**src/sv/c2zp_pkg.sv**
```systemverilog
// Shared types and constants for the zero-padded 2D convolution point query core.
package c2zp_pkg;

	// Field widths fixed by the interface
	localparam int POS_W      = 6;
	localparam int VAL_W      = 16;
	localparam int PROD_W     = 32;
	localparam int OUT_W      = 36;
	localparam int MSZ_W      = 7;
	localparam int KSZ_W      = 3;
	localparam int SUM_W      = 7;
	localparam int CFG_IDX_W  = 4;
	localparam int CFG_DATA_W = 8;

	// Command queue between front and back
	localparam int QDEPTH = 2;
	localparam int QPTR_W = 1;
	localparam int QCNT_W = 2;

	// Request codes
	typedef enum logic [1:0] {
		REQ_KERN  = 2'd0,
		REQ_MAT   = 2'd1,
		REQ_QUERY = 2'd2,
		REQ_NONE  = 2'd3
	} req_t;

	// Configuration register indexes
	localparam logic [CFG_IDX_W-1:0] REG_MAT_ROWS  = 4'd0;
	localparam logic [CFG_IDX_W-1:0] REG_MAT_COLS  = 4'd1;
	localparam logic [CFG_IDX_W-1:0] REG_KERN_ROWS = 4'd2;
	localparam logic [CFG_IDX_W-1:0] REG_KERN_COLS = 4'd3;

	// Configuration reset values
	localparam logic [MSZ_W-1:0] MAT_ROWS_RST  = 7'd64;
	localparam logic [MSZ_W-1:0] MAT_COLS_RST  = 7'd64;
	localparam logic [KSZ_W-1:0] KERN_ROWS_RST = 3'd3;
	localparam logic [KSZ_W-1:0] KERN_COLS_RST = 3'd3;

	typedef struct packed {
		logic [MSZ_W-1:0] mat_rows;
		logic [MSZ_W-1:0] mat_cols;
		logic [KSZ_W-1:0] kern_rows;
		logic [KSZ_W-1:0] kern_cols;
	} cfg_t;

	typedef struct packed {
		req_t                    kind;
		logic [POS_W-1:0]        row;
		logic [POS_W-1:0]        col;
		logic signed [VAL_W-1:0] value;
	} cmd_t;

	// Head of the command queue as seen by the back end
	typedef struct packed {
		logic valid;
		cmd_t cmd;
	} head_t;

endpackage

```
**src/sv/c2zp_front.sv**
```systemverilog
// Front end: accepts requests, drops out-of-range writes and unused codes, queues the rest.
module c2zp_front #(
	parameter int MAX_ROWS = 64,
	parameter int MAX_COLS = 64,
	parameter int KMAX     = 5
) (
	input  logic                         clk,
	input  logic                         arst_n,
	input  logic                         start,
	input  logic [1:0]                   req_type,
	input  logic [c2zp_pkg::POS_W-1:0]   pos_row,
	input  logic [c2zp_pkg::POS_W-1:0]   pos_col,
	input  logic signed [c2zp_pkg::VAL_W-1:0] value,
	input  c2zp_pkg::cfg_t               cfg,
	output logic                         busy,
	output c2zp_pkg::head_t              head,
	input  logic                         pop
);

	import c2zp_pkg::*;

	cmd_t              fifo_q [QDEPTH];
	logic [QPTR_W-1:0] wr_ptr_q;
	logic [QPTR_W-1:0] rd_ptr_q;
	logic [QCNT_W-1:0] count_q;
	logic              kern_ok;
	logic              mat_ok;
	logic              keep;
	logic              push;
	cmd_t              cmd_in;

	// Classify the incoming request
	always_comb begin
		kern_ok = (pos_row < cfg.kern_rows) && (pos_row < KMAX) &&
		          (pos_col < cfg.kern_cols) && (pos_col < KMAX);
		mat_ok  = (pos_row < cfg.mat_rows) && (pos_row < MAX_ROWS) &&
		          (pos_col < cfg.mat_cols) && (pos_col < MAX_COLS);
		case (req_type)
			REQ_KERN:  keep = kern_ok;
			REQ_MAT:   keep = mat_ok;
			REQ_QUERY: keep = 1'b1;
			default:   keep = 1'b0;
		endcase
		cmd_in.kind  = req_t'(req_type);
		cmd_in.row   = pos_row;
		cmd_in.col   = pos_col;
		cmd_in.value = value;
	end

	assign busy = (count_q == QCNT_W'(QDEPTH));
	assign push = start && !busy && keep;

	// Queue storage
	always_ff @(posedge clk) begin
		if (push) begin
			fifo_q[wr_ptr_q] <= cmd_in;
		end
	end

	// Queue pointers and fill count
	always_ff @(posedge clk or negedge arst_n) begin
		if (!arst_n) begin
			wr_ptr_q <= '0;
			rd_ptr_q <= '0;
			count_q  <= '0;
		end else begin
			if (push) begin
				wr_ptr_q <= wr_ptr_q + QPTR_W'(1);
			end
			if (pop) begin
				rd_ptr_q <= rd_ptr_q + QPTR_W'(1);
			end
			case ({push, pop})
				2'b10:   count_q <= count_q + QCNT_W'(1);
				2'b01:   count_q <= count_q - QCNT_W'(1);
				default: count_q <= count_q;
			endcase
		end
	end

	assign head.valid = (count_q != '0);
	assign head.cmd   = fifo_q[rd_ptr_q];

endmodule

```
**config.mk**
```make
export PLATFORM = sky130hd
export DESIGN_NAME = c2zp_front
export DESIGN_NICKNAME = d
export VERILOG_FILES = /design/src/sv/c2zp_pkg.sv /design/src/sv/c2zp_front.sv
export SDC_FILE = /design/constraint.sdc
export NUM_CORES = 1
export LEC_CHECK = 0
export BUFFER_PORTS_ARGS = -buffer_cell sky130_fd_sc_hd__buf_4
export CELL_PAD_IN_SITES_DETAIL_PLACEMENT = 0
export CELL_PAD_IN_SITES_GLOBAL_PLACEMENT = 1
export CORE_MARGIN = 2
export CORE_UTILIZATION = 44
export DETAILED_ROUTE_END_ITERATION = 8
export MAX_ROUTING_LAYER = met4
export PLACE_DENSITY = 0.89
export SLEW_MARGIN = 5
export SYNTH_ARGS = -nofsm -noshare
export SYNTH_HDL_FRONTEND = slang
export SYNTH_SLANG_ARGS = --single-unit
```
**constraint.sdc**
```tcl
create_clock -name clk -period 6 [get_ports clk]
set_input_delay 0 -clock clk [delete_from_list [all_inputs] [get_ports clk]]
set_output_delay 0 -clock clk [all_outputs]
set_load 0.01 [all_outputs]
```
==> metrics.md, run 1 <==
| Metric | Value |
|---|---|
| Status | completed |
| Async S/R FF share, synth | 0.0625 |
| Largest net degree at the start of global routing | 28 |
| Dpl hpwl | 3970 µm |
| Final hold violations | 0 |
| Initial core utilization | 0.459 |
| Sw Share | 0.274 |
| Max_cap viols | 0 |
| Crit-path max FO | 27 |
| GRT met1 Usage | 0.211 |
| Min Tclk post-route | 2820 ps |
| N_diodes | 0 |
| Crit-path max cell delay | 540 ps |
| Min-delay worst type | in -> reg |
| Pre-Repair DR Iteration Count | 4 |
| Global route hottest layer | met2 |
| Port Buf Inserts | 85 |
| CP Class | in -> reg |
| Core area | 0.00599 mm² |
| Largest family of logic cells by synthesized area | multiplexers |
| Synth Area in XOR/XNOR | 0.0186 |
| Comb pwr share | 0.317 |
| Inserted Clock Buffers | 9 |
| Crit path DAT | 2810 ps |
| CTS Buffer Depth | 2 |
| Initial antenna violation count | 0 |
| Worst vdd rail ir drop | 0.192 mV |
| Clock power share | 0.252 |
| Clock-pin slew on the worst setup and hold paths | 60 ps |
| Psw | 383 µW |
| Clock sinks | 64 |
| Final Power | 1400 µW |
| Die H | 83.1 µm |
| CTS tree | built |
| LEAKAGE | 0.00166 µW |
| Sequential-to-total area share from yosys stat | 0.691 |
| Die area | 0.00690 mm² |
| RSZ-0062 raised after global routing | no |
| Skew-Pair Late Insertion Delay | 340 ps |
| Fin. max-slew vios | 0 |
| CP max stage cell | dlygate4sd3_1 |
| Period utilization | 0.470 |
| # fillers | 440 |
| Synth Area in Simple Gates | 0.0396 |
| Synth top area cells | edfxtp_1 65%, mux2_2 12%, ha_1 6.8% |
| Worst EP required | 5990 ps |
| Number of synthesized flops with an enable pin | 60 |
| Cell Pwr Density | 348 mW/mm² |
| Syn_nets | 238 |
| Sequential share of power | 0.431 |
| Syn. warnings | 0 |
| Post-synth cell types | 24 |
| Nature of the critical path startpoint | primary input |
| GPL Wtd Cong | 0.756 |
| Setup violations, final | 0 |
| Cell Area, Synth | 0.00275 mm² |
| Top cell by count, worst path | buf_4 |
| Die Wd | 83.1 µm |
| GR Overflow Total | 0 |
| Total track usage | 0.179 |
| Syn_area_per_cell | 16.3 µm² |
| Area growth from synthesis to layout | 46.1% |
| Routed via count | 1795 |
| M2 GR Usage | 0.291 |
| DRC | 0 |
| Most numerous cell in the Yosys netlist | edfxtp_1 |
| Post-CTS Setup Bufs | 0 |
| Synth Area in Adders | 0.0682 |
| First-pass GRT wire length | 9230 µm |
| Area leader, netlist | edfxtp_1 |
| Mux cell area share after synthesis | 0.123 |
| Crit-path cells | dlygate4sd3_1, buf_4, ha_1, a21o_1, a21oi_1, o22ai_1, or4_1, a211o_1, nor2_2, buf_4 |
| Slew at the pin closest to its max-slew limit | 626 ps |
| TNS Setup | 0 ps |
| Final clock skew | 5.15 ps |
| Wirelength per Cell | 15.0 µm |
| Post-Syn Instances | 169 |
| Top delay family on crit path | buffers and inverters |
| Critical Path Sink Type | flip-flop |
| Vias per inst | 4.75 |
| Total wire length | 5660 µm |
| Worst slew margin | 0.582 |
| Initial DRC count | 95 |
| Vias in the first global route | 1906 |
| Top-area cell type share of the netlist area | 0.655 |
| I/O Pins | 86 |
| CP bufs+invs | 3 |
| Top FF cell, synth | edfxtp_1 |
| Clock tree root driver cell | clkbuf_8 |
| M3 GR Usage | 0.0547 |
| FMAX | 0.355 GHz |
| Row cnt | 28 |
| Max H-tree Level | 3 |
| Synth Area in Compound Gates | 0.0337 |
| Seq cells post-synth | 64 |
| ANT nets after route | 0 |
| Final Net Count | 367 |
| Pint | 1020 µW |
| Layout cells sized above 1 | 0.449 |
| Post-synth top cells | 60 x edfxtp_1, 30 x mux2_2, 16 x inv_1 |
-- timing repair --
| item | in CTS | in global routing |
|---|---|---|
| resized for setup | 0 | 0 |
| hold endpoints to repair | 65 | 0 |
| hold buffers | 33 | 0 |
-- cell usage in the layout, fill, tap and decap left out --
cell,n
edfxtp_1,60
or2_2,1
bufinv_16,1
nand4_1,1
a211oi_1,1
nor3_1,3
ha_1,15
nand4b_1,2
o22ai_1,1
a21o_1,2
xnor2_1,3
clkbuf_8,10
inv_1,16
nand3_1,1
nor2_1,5
clkbuf_1,2
o21ai_0,5
a21oi_1,6
or4_1,1
xnor2_2,1
dfrtp_1,4
nor4_1,2
nand2b_1,2
a211o_1,1
dlygate4sd3_1,33
nor2_2,2
xor2_1,1
clkinv_2,3
buf_4,88
mux2_2,30
-- power by group through the flow --
stage | sequential [µW] | clock, µW | combinational, µW
after floorplan | 591 | 0 | 249
after detailed placement | 614 | 0 | 431
after global routing | 612 | 383 | 477
after global placement | 610 | 0 | 425
after CTS | 605 | 364 | 451
final | 604 | 353 | 443
-- layout make-up --
type                       count  area (µm²)  area share
clock buffer                  12         145      0.0361
clock inverter                 4        45.0      0.0112
inverter                      16        60.1      0.0149
multi-input combinational     86         783       0.195
sequential                    64        1900       0.473
tap                           75        93.8      0.0233
timing repair buffer         121         991       0.246
-- metal layers --
metal / wire length [µm] / share of wire
met1: 2380 / 0.42
met2: 2860 / 0.51
met3: 336 / 0.059
met4: 76 / 0.013
met5: 0 / 0
-- logic make-up after synthesis --
family,count (synthesis)
buffers and inverters,19
DFF,64
adders and majority gates,15
AOI/OAI and AO/OA,16
and+or+nand+nor,20
xor gates and xnor gates,5
muxes,30
-- flip-flops by register name (all words and copies together), names as in the netlist --
name      flops
count_q       2
fifo_q       60
rd_ptr_q      1
wr_ptr_q      1
-- per-stage QoR --
step	cells	instance area (µm²)	hold WS (ps)	utilization	setup slack (ps)
2_1_floorplan	169	2750	-296	-	2860
3_3_place_gp	329	3500	-200	0.584	3440
3_5_place_dp	329	3500	-199	0.584	3380
4_1_cts	378	4020	250	0.671	3180
5_1_grt	378	4020	268	0.671	3020
6_report	378	4020	259	0.671	3180
-- path summary, 6_finish.rpt --
| path | startpoint | endpoint | slack [ps] | cells past startpoint |
|---|---|---|---|---|
| hold reg to reg | wr_ptr_q$_DFFE_PN0P_ | wr_ptr_q$_DFFE_PN0P_ | 550 | 1 |
| setup reg to reg | count_q[1]$_DFFE_PN0P_ | fifo_q[1][5]$_DFFE_PP_ | 4030 | 5 |
| hold / removal | start | wr_ptr_q$_DFFE_PN0P_ | 260 | 4 |
| setup / recovery | pos_col[4] | fifo_q[1][5]$_DFFE_PP_ | 3180 | 10 |
| min in group asynchronous | arst_n | count_q[0]$_DFFE_PN0P_ | 570 | 3 |
| max in group asynchronous | arst_n | wr_ptr_q$_DFFE_PN0P_ | 5250 | 3 |
-- worst register-to-register path: stages, from the launching register on --
cell and delay (ps):
dfrtp_1 380, inv_1 100, o21ai_0 150, a211o_1 390, nor2_2 210, buf_4 390
(Power assumes the default switching activity.)
==> run 2, diff against run 1 <==
--- a/config.mk
+++ b/config.mk
@@ -9,10 +9,10 @@
 export CELL_PAD_IN_SITES_DETAIL_PLACEMENT = 0
 export CELL_PAD_IN_SITES_GLOBAL_PLACEMENT = 1
 export CORE_MARGIN = 2
-export CORE_UTILIZATION = 44
+export CORE_UTILIZATION = 41
 export DETAILED_ROUTE_END_ITERATION = 8
 export MAX_ROUTING_LAYER = met4
-export PLACE_DENSITY = 0.89
+export PLACE_DENSITY = 0.84
 export SLEW_MARGIN = 5
 export SYNTH_ARGS = -nofsm -noshare
 export SYNTH_HDL_FRONTEND = slang
==> constraint.sdc (replaced) <==
create_clock -name clk -period 2.75 [get_ports clk]
set_input_delay 0 -clock clk [delete_from_list [all_inputs] [get_ports clk]]
set_output_delay 0 -clock clk [all_outputs]
set_load 0.01 [all_outputs]
==> run 2 against run 1 <==
Net effect: register-to-register slack lost 3000 ps; sequential share of layout area shrank 0.31 points; combinational power grew 120%; clock power grew 110%; worst setup slack lost 3000 ps; worst hold slack lost 87 ps; critical endpoint is now fifo_q[1][22]$_DFFE_PP_; largest cell class unchanged.
==> metrics.md, run 2 (same netlist as run 1, synthesis figures left out) <==
| Metric | Value |
|---|---|
| Hold path cells | 4 (unchanged) |
| Core area | 0.00642 mm² (+7.2%) |
| Layout cells sized above 1 | 0.459 (+0.0102) |
| CP Class | in -> reg |
| Vias per inst | 4.73 (-0.50%) |
| Most frequent cells in the layout | 90 x buf_4, 60 x edfxtp_1, 33 x dlygate4sd3_1 |
| Setup violations, final | 0 (unchanged) |
| Crit-path max cell delay | 540 ps (about the same) |
| Fin. max-slew vios | 0 (unchanged) |
| R2R setup slack | 1080 ps (-2950 ps) |
| Worst slew margin | 0.677 (+0.0943) |
| Die area | 0.00738 mm² (+7.0%) |
| Total track usage | 0.164 (-0.0153) |
| Placed Cells incl. Taps | 333 (+1.2%) |
| FMAX | 0.382 GHz |
| Worst r2r dst | fifo_q[1][22]$_DFFE_PP_ |
| Nature of the critical path startpoint | primary input |
| Pre-Repair DR Iteration Count | 4 (unchanged) |
| Final Power | 3050 µW (+120%) |
| Initial core utilization | 0.428 (-0.0309) |
| Dpl hpwl | 3970 µm (about the same) |
| Inserted Clock Buffers | 9 (unchanged) |
| Critical Path Sink Type | flip-flop |
| ANT nets after route | 0 (unchanged) |
| Slew at the pin closest to its max-slew limit | 485 ps (-141 ps) |
| Die H | 85.9 µm (+3.4%) |
| CTS tree | built |
| Initial DRC count | 47 (-51%) |
| RR Startpoint | count_q[1]$_DFFE_PN0P_ |
| Worst vdd rail ir drop | 0.317 mV (+66%) |
| Crit-path cells | dlygate4sd3_1, buf_4, ha_1, a21o_1, a21oi_1, o22ai_1, or4_1, a211o_2, nor2_4, buf_4 |
| Final clock skew | 5.13 ps (-0.0189 ps) |
| Clock sinks | 64 (unchanged) |
| Area growth from synthesis to layout | 47.1% |
| Cell count of the worst reg-to-reg path | 5 (unchanged) |
| CP max stage cell | dlygate4sd3_1 |
| Number of cells in the finished layout apart from fillers | 382 (+1.1%) |
| Post-CTS Setup Bufs | 0 (unchanged) |
| Cell Pwr Density | 754 mW/mm² (+120%) |
| Crit-path max FO | 17 (-37%) |
| Top delay family on crit path | buffers and inverters |
| Routed via count | 1805 (+0.56%) |
| Hold_sp | start |
| CP bufs+invs | 3 (unchanged) |
| Total wire length | 5600 µm (-1.1%) |
| Port Buf Inserts | 85 (unchanged) |
| Worst EP required | 2760 ps (-3230 ps) |
| LEAKAGE | 0.00167 µW (+0.21%) |
| Max_cap viols | 0 (unchanged) |
| Row cnt | 29 (+3.6%) |
| Vias in the first global route | 1898 (-0.42%) |
| Period utilization | 0.952 |
| GR Overflow Total | 0 (unchanged) |
| Clock-pin slew on the worst setup and hold paths | 70 ps (about the same) |
| Die Wd | 85.9 µm (+3.4%) |
| Initial antenna violation count | 0 (unchanged) |
| RSZ-0062 raised after global routing | no |
| Min Tclk post-route | 2620 ps |
| Top cell by count, worst path | buf_4 |
| Clock tree root driver cell | clkbuf_8 |
| First-pass GRT wire length | 8730 µm (-5.5%) |
| Max reg flops | 60 (unchanged) |
| Top reg by flops | fifo_q |
| Fin area | 0.00405 mm² (+0.65%) |
| Status | completed |
| Min-delay worst type | in -> reg |
| Pre-CTS setup slack | 318 ps (-3060 ps) |
| N_diodes | 0 (unchanged) |
| Max H-tree Level | 3 (unchanged) |
| Worst Hold Endpoint | wr_ptr_q$_DFFE_PN0P_ |
| GPL Wtd Cong | 0.763 (+0.97%) |
| Final hold violations | 0 (unchanged) |
| Final worst slack | 132 ps (-3050 ps) |
| Commonest non-fill, non-tap cell in the layout | buf_4 |
| DRC | 0 (unchanged) |
| I/O Pins | 86 (unchanged) |
| Wirelength per Cell | 14.6 µm (-2.1%) |
| Regs by FF count | fifo_q x60, count_q x2 |
| Post-DP Area | 0.00353 mm² (+0.79%) |
| Skew-Pair Late Insertion Delay | 330 ps (about the same) |
| Largest net degree at the start of global routing | 22 (-21%) |
| Final Net Count | 369 (+0.54%) |
| Crit path DAT | 2630 ps (-180 ps) |
| CTS Buffer Depth | 2 (unchanged) |
## run 2: changes by cell type in the layout (fill, tap and decap cells not counted), sizes merged
cell / previous run / this run
buf: 88 / 90
clkbuf: 12 / 10
clkinvlp: 0 / 2
## run 2: per-stage QoR
stage / util / setup TNS (ps) / hold slack, ps
2_1_floorplan: - / -23530 / -296
6_report: 0.630 / 0 / 172
4_1_cts: 0.630 / 0 / 266
5_1_grt: 0.630 / 0 / 177
3_5_place_dp: 0.549 / 0 / -201
3_3_place_gp: 0.549 / 0 / -201
## run 2: report_power, final
part	internal [µW]	leakage, µW	switching (µW)
Clock	413	0.0000920	340
Sequential	1220	0.000594	80.6
Combinational	562	0.000979	432
Total	2200	0.00167	853
## run 2: final cells by class
type	count	area, µm²
Inverter	16	60.1
Multi-Input combinational cell	86	795
Clock buffer	10	128
Clock inverter	6	60.1
Fill cell	501	2380
Sequential cell	64	1900
Tap cell	77	96.3
Timing Repair Buffer	123	1010
## run 2: worst max-delay path by stage
stage	start	end	slack (ps)	cells after the start
finish	pos_col[4]	fifo_q[1][22]$_DFFE_PP_	130	10
global route	pos_col[4]	count_q[1]$_DFFE_PN0P_	6	12
CTS	pos_col[4]	fifo_q[1][27]$_DFFE_PP_	110	10
detailed placement	pos_col[4]	fifo_q[1][14]$_DFFE_PP_	320	9
global placement	pos_col[4]	fifo_q[0][14]$_DFFE_PP_	330	9
floorplan	cfg[10]	fifo_q[0][0]$_DFFE_PP_	-390	8
## run 2: layer usage
metal  part of all wire  global-route usage  vias to the layer above
met2               0.49               0.266                       64
met1               0.43               0.192                      829
li1                   -                   -                      901
met5                  0                   -                        -
met4              0.026              0.0895                        0
met3              0.048              0.0308                       11
## run 2: worst min-delay path, delay by kind of cell
kind / cells / cell delay (ps)
XOR/XNOR: 1 / 70
buffers and inverters: 1 / 100
AO/OA/AOI/OAI: 2 / 280
## run 2: timing repair
item	4_1_cts	5_1_grt
endpoints found under the hold margin	65	0
resized for setup	0	1
endpoints found under the setup margin	0	3
hold buffers	33	0
==> run 3, diff against run 2 <==
--- a/config.mk
+++ b/config.mk
@@ -13,6 +13,7 @@
 export DETAILED_ROUTE_END_ITERATION = 8
 export MAX_ROUTING_LAYER = met4
 export PLACE_DENSITY = 0.84
+export REMOVE_ABC_BUFFERS = 1
 export SLEW_MARGIN = 5
 export SYNTH_ARGS = -nofsm -noshare
 export SYNTH_HDL_FRONTEND = slang
==> run 3 against run 2 <==
Net effect: first-iteration DRC count grew 66%; wire length grew 1.6%; maximum frequency grew 2.0%; final area grew 1.5%; critical endpoint is now count_q[1]$_DFFE_PN0P_; sequential share of layout area shrank 0.72 points; largest cell class unchanged.
==> metrics.md, run 3 (same netlist as run 1, synthesis figures left out) <==
| Metric | Value |
|---|---|
| Status | completed |
| Fin. max-slew vios | 0 (unchanged) |
| Area growth from synthesis to layout | 49.3% |
| Critical Path Sink Type | flip-flop |
| Final Power | 3170 µW (+3.7%) |
| Slew at the pin closest to its max-slew limit | 494 ps (+9.06 ps) |
| Total wire length | 5690 µm (+1.6%) |
| Final Net Count | 370 (+0.27%) |
| Top reg by flops | fifo_q |
| Initial antenna violation count | 0 (unchanged) |
| I/O Pins | 86 (unchanged) |
| Worst r2r dst | count_q[1]$_DFFE_PN0P_ |
| Die area | 0.00738 mm² (unchanged) |
| Wire length on met2 | 2810 µm (+2.5%) |
| Final hold violations | 0 (unchanged) |
| Clock-pin slew on the worst setup and hold paths | 60 ps (about the same) |
| Commonest non-fill, non-tap cell in the layout | buf_4 |
| R2R setup slack | 1110 ps (+30 ps) |
| Total track usage | 0.166 (+0.00236) |
| CP bufs+invs | 2 (-1) |
| Post-DP Area | 0.00355 mm² (+0.71%) |
| Clock tree root driver cell | clkbuf_8 |
| Hold_sp | start |
| DRC | 0 (unchanged) |
| Top Layer Used | met4 |
| Vias in the first global route | 1877 (-1.1%) |
| Worst vdd rail ir drop | 0.300 mV (-5.6%) |
| Largest net degree at the start of global routing | 22 (unchanged) |
| TNS Setup | 0 ps (unchanged) |
| Setup violations, final | 0 (unchanged) |
| Cell Pwr Density | 770 mW/mm² (+2.1%) |
| # fillers | 486 (-3.0%) |
| Cell count of the worst reg-to-reg path | 6 (+1) |
| Hold path cells | 5 (+1) |
| Top cell by count, worst path | ha_1 |
| Pre-Repair DR Iteration Count | 4 (unchanged) |
| Nature of the critical path startpoint | primary input |
| Metal3 WL | 334 µm (+23%) |
| ANT nets after route | 0 (unchanged) |
| Max reg flops | 60 (unchanged) |
| Worst EP required | 3000 ps (+240 ps) |
| RR Startpoint | count_q[1]$_DFFE_PN0P_ |
| Vias per inst | 4.80 (+1.7%) |
| Port Buf Inserts | 85 (unchanged) |
| Inserted Clock Buffers | 9 (unchanged) |
| Crit-path max cell delay | 530 ps (about the same) |
| Regs by FF count | fifo_q x60, count_q x2 |
| Skew-Pair Late Insertion Delay | 330 ps (about the same) |
| Die Wd | 85.9 µm (unchanged) |
| Row cnt | 29 (unchanged) |
| Worst Hold Endpoint | wr_ptr_q$_DFFE_PN0P_ |
| RSZ-0062 raised after global routing | no |
| GPL Wtd Cong | 0.803 (+5.2%) |
| GR Overflow Total | 0 (unchanged) |
| Min-delay worst type | in -> reg |
| Core area | 0.00642 mm² (unchanged) |
| WHS | 262 ps (+90.8 ps) |
| N_diodes | 0 (unchanged) |
| Crit path DAT | 2820 ps (+190 ps) |
| Die H | 85.9 µm (unchanged) |
| Wirelength per Cell | 14.8 µm (+1.4%) |
| Most frequent cells in the layout | 89 x buf_4, 60 x edfxtp_1, 33 x dlygate4sd3_1 |
| Crit-path max FO | 4 (-13) |
| CP Class | in -> reg |
| Crit-path cells | dlygate4sd3_1, buf_4, ha_1, a21o_1, a21oi_1, o22ai_1, or4_1, a211o_4, ha_1, nor2_1, xnor2_1 |
| Max H-tree Level | 3 (unchanged) |
| Layout cells sized above 1 | 0.461 (+0.00177) |
| Dpl hpwl | 3770 µm (-5.1%) |
| Max_cap viols | 0 (unchanged) |
| Top delay family on crit path | compound AO/OA/AOI/OAI gates |
| Period utilization | 0.933 (-0.0186) |
| Worst slew margin | 0.671 (-0.00604) |
| Min Tclk post-route | 2570 ps (-51.1 ps) |
| Clock sinks | 64 (unchanged) |
| Final clock skew | 4.68 ps (-0.444 ps) |
| CTS tree | built |
| FMAX | 0.390 GHz (+2.0%) |
| First-pass GRT wire length | 8880 µm (+1.7%) |
| Fin area | 0.00411 mm² (+1.5%) |
| Utilization after layout | 0.640 (+0.00974) |
| Met1 WL | 2430 µm (-0.12%) |
| Initial core utilization | 0.428 (unchanged) |
| Routed via count | 1840 (+1.9%) |
| LEAKAGE | 0.00169 µW (+1.6%) |
| CP max stage cell | dlygate4sd3_1 |
| CTS Buffer Depth | 2 (unchanged) |
| Initial DRC count | 78 (+66%) |
## run 3: changes by cell type in the layout (fill, tap and decap cells not counted), sizes merged
cell      before  now
clkbuf        10    9
clkinvlp       2    1
clkinv         3    4
buf           90   91
bufinv         1    2
## run 3: cell type report
class                      count  area [µm²]  share of cell area
sequential                    64        1900               0.463
timing repair buffer         124        1040               0.253
multi-input combinational     86         802               0.195
clock buffer                   9         124              0.0301
tap                           77        96.3              0.0234
clock inverter                 7        86.3              0.0210
inverter                      16        60.1              0.0146
## run 3: how the worst max path moves through the flow
stage	start	endpoint	depth (start not counted)
6_report	pos_col[4]	count_q[1]$_DFFE_PN0P_	11
3_5_place_dp	pos_col[4]	count_q[1]$_DFFE_PN0P_	10
3_3_place_gp	pos_col[4]	count_q[1]$_DFFE_PN0P_	10
5_1_grt	pos_col[4]	count_q[1]$_DFFE_PN0P_	12
4_1_cts	pos_col[4]	count_q[1]$_DFFE_PN0P_	12
2_1_floorplan	cfg[10]	fifo_q[0][0]$_DFFE_PP_	8
## run 3: report_power, final
part / total [µW] / leakage (µW) / internal, µW / switching [µW]
Sequential: 1310 / 0.000594 / 1220 / 81.9
Combinational: 1020 / 0.000991 / 582 / 441
Clock: 837 / 0.000106 / 502 / 335
Total: 3170 / 0.00169 / 2310 / 858
## run 3: layer usage
layer  global-route usage  vias up
li1                     -      906
met1                0.199      853
met2                0.261       70
met3               0.0414       11
met4               0.0823        0
met5                    -        -
## run 3: per-stage QoR
stage | std cells | setup WS (ps)
after floorplan | 166 | -392
after global placement | 333 | 373
after detailed placement | 333 | 340
after CTS | 382 | 130
after global routing | 383 | 1.43
final | 383 | 183
## run 3: worst min-delay path, cell delays in order
cell	delay [ps]
buf_4	100
o21ai_0	110
a211o_4	160
buf_4	130
xnor2_2	50
## run 3: what timing repair did
item,CTS,global route
setup buffers,0,1
gates resized for setup,0,2
hold buffers,33,0
hold endpoints to repair,65,0
endpoints found under the setup margin,0,1
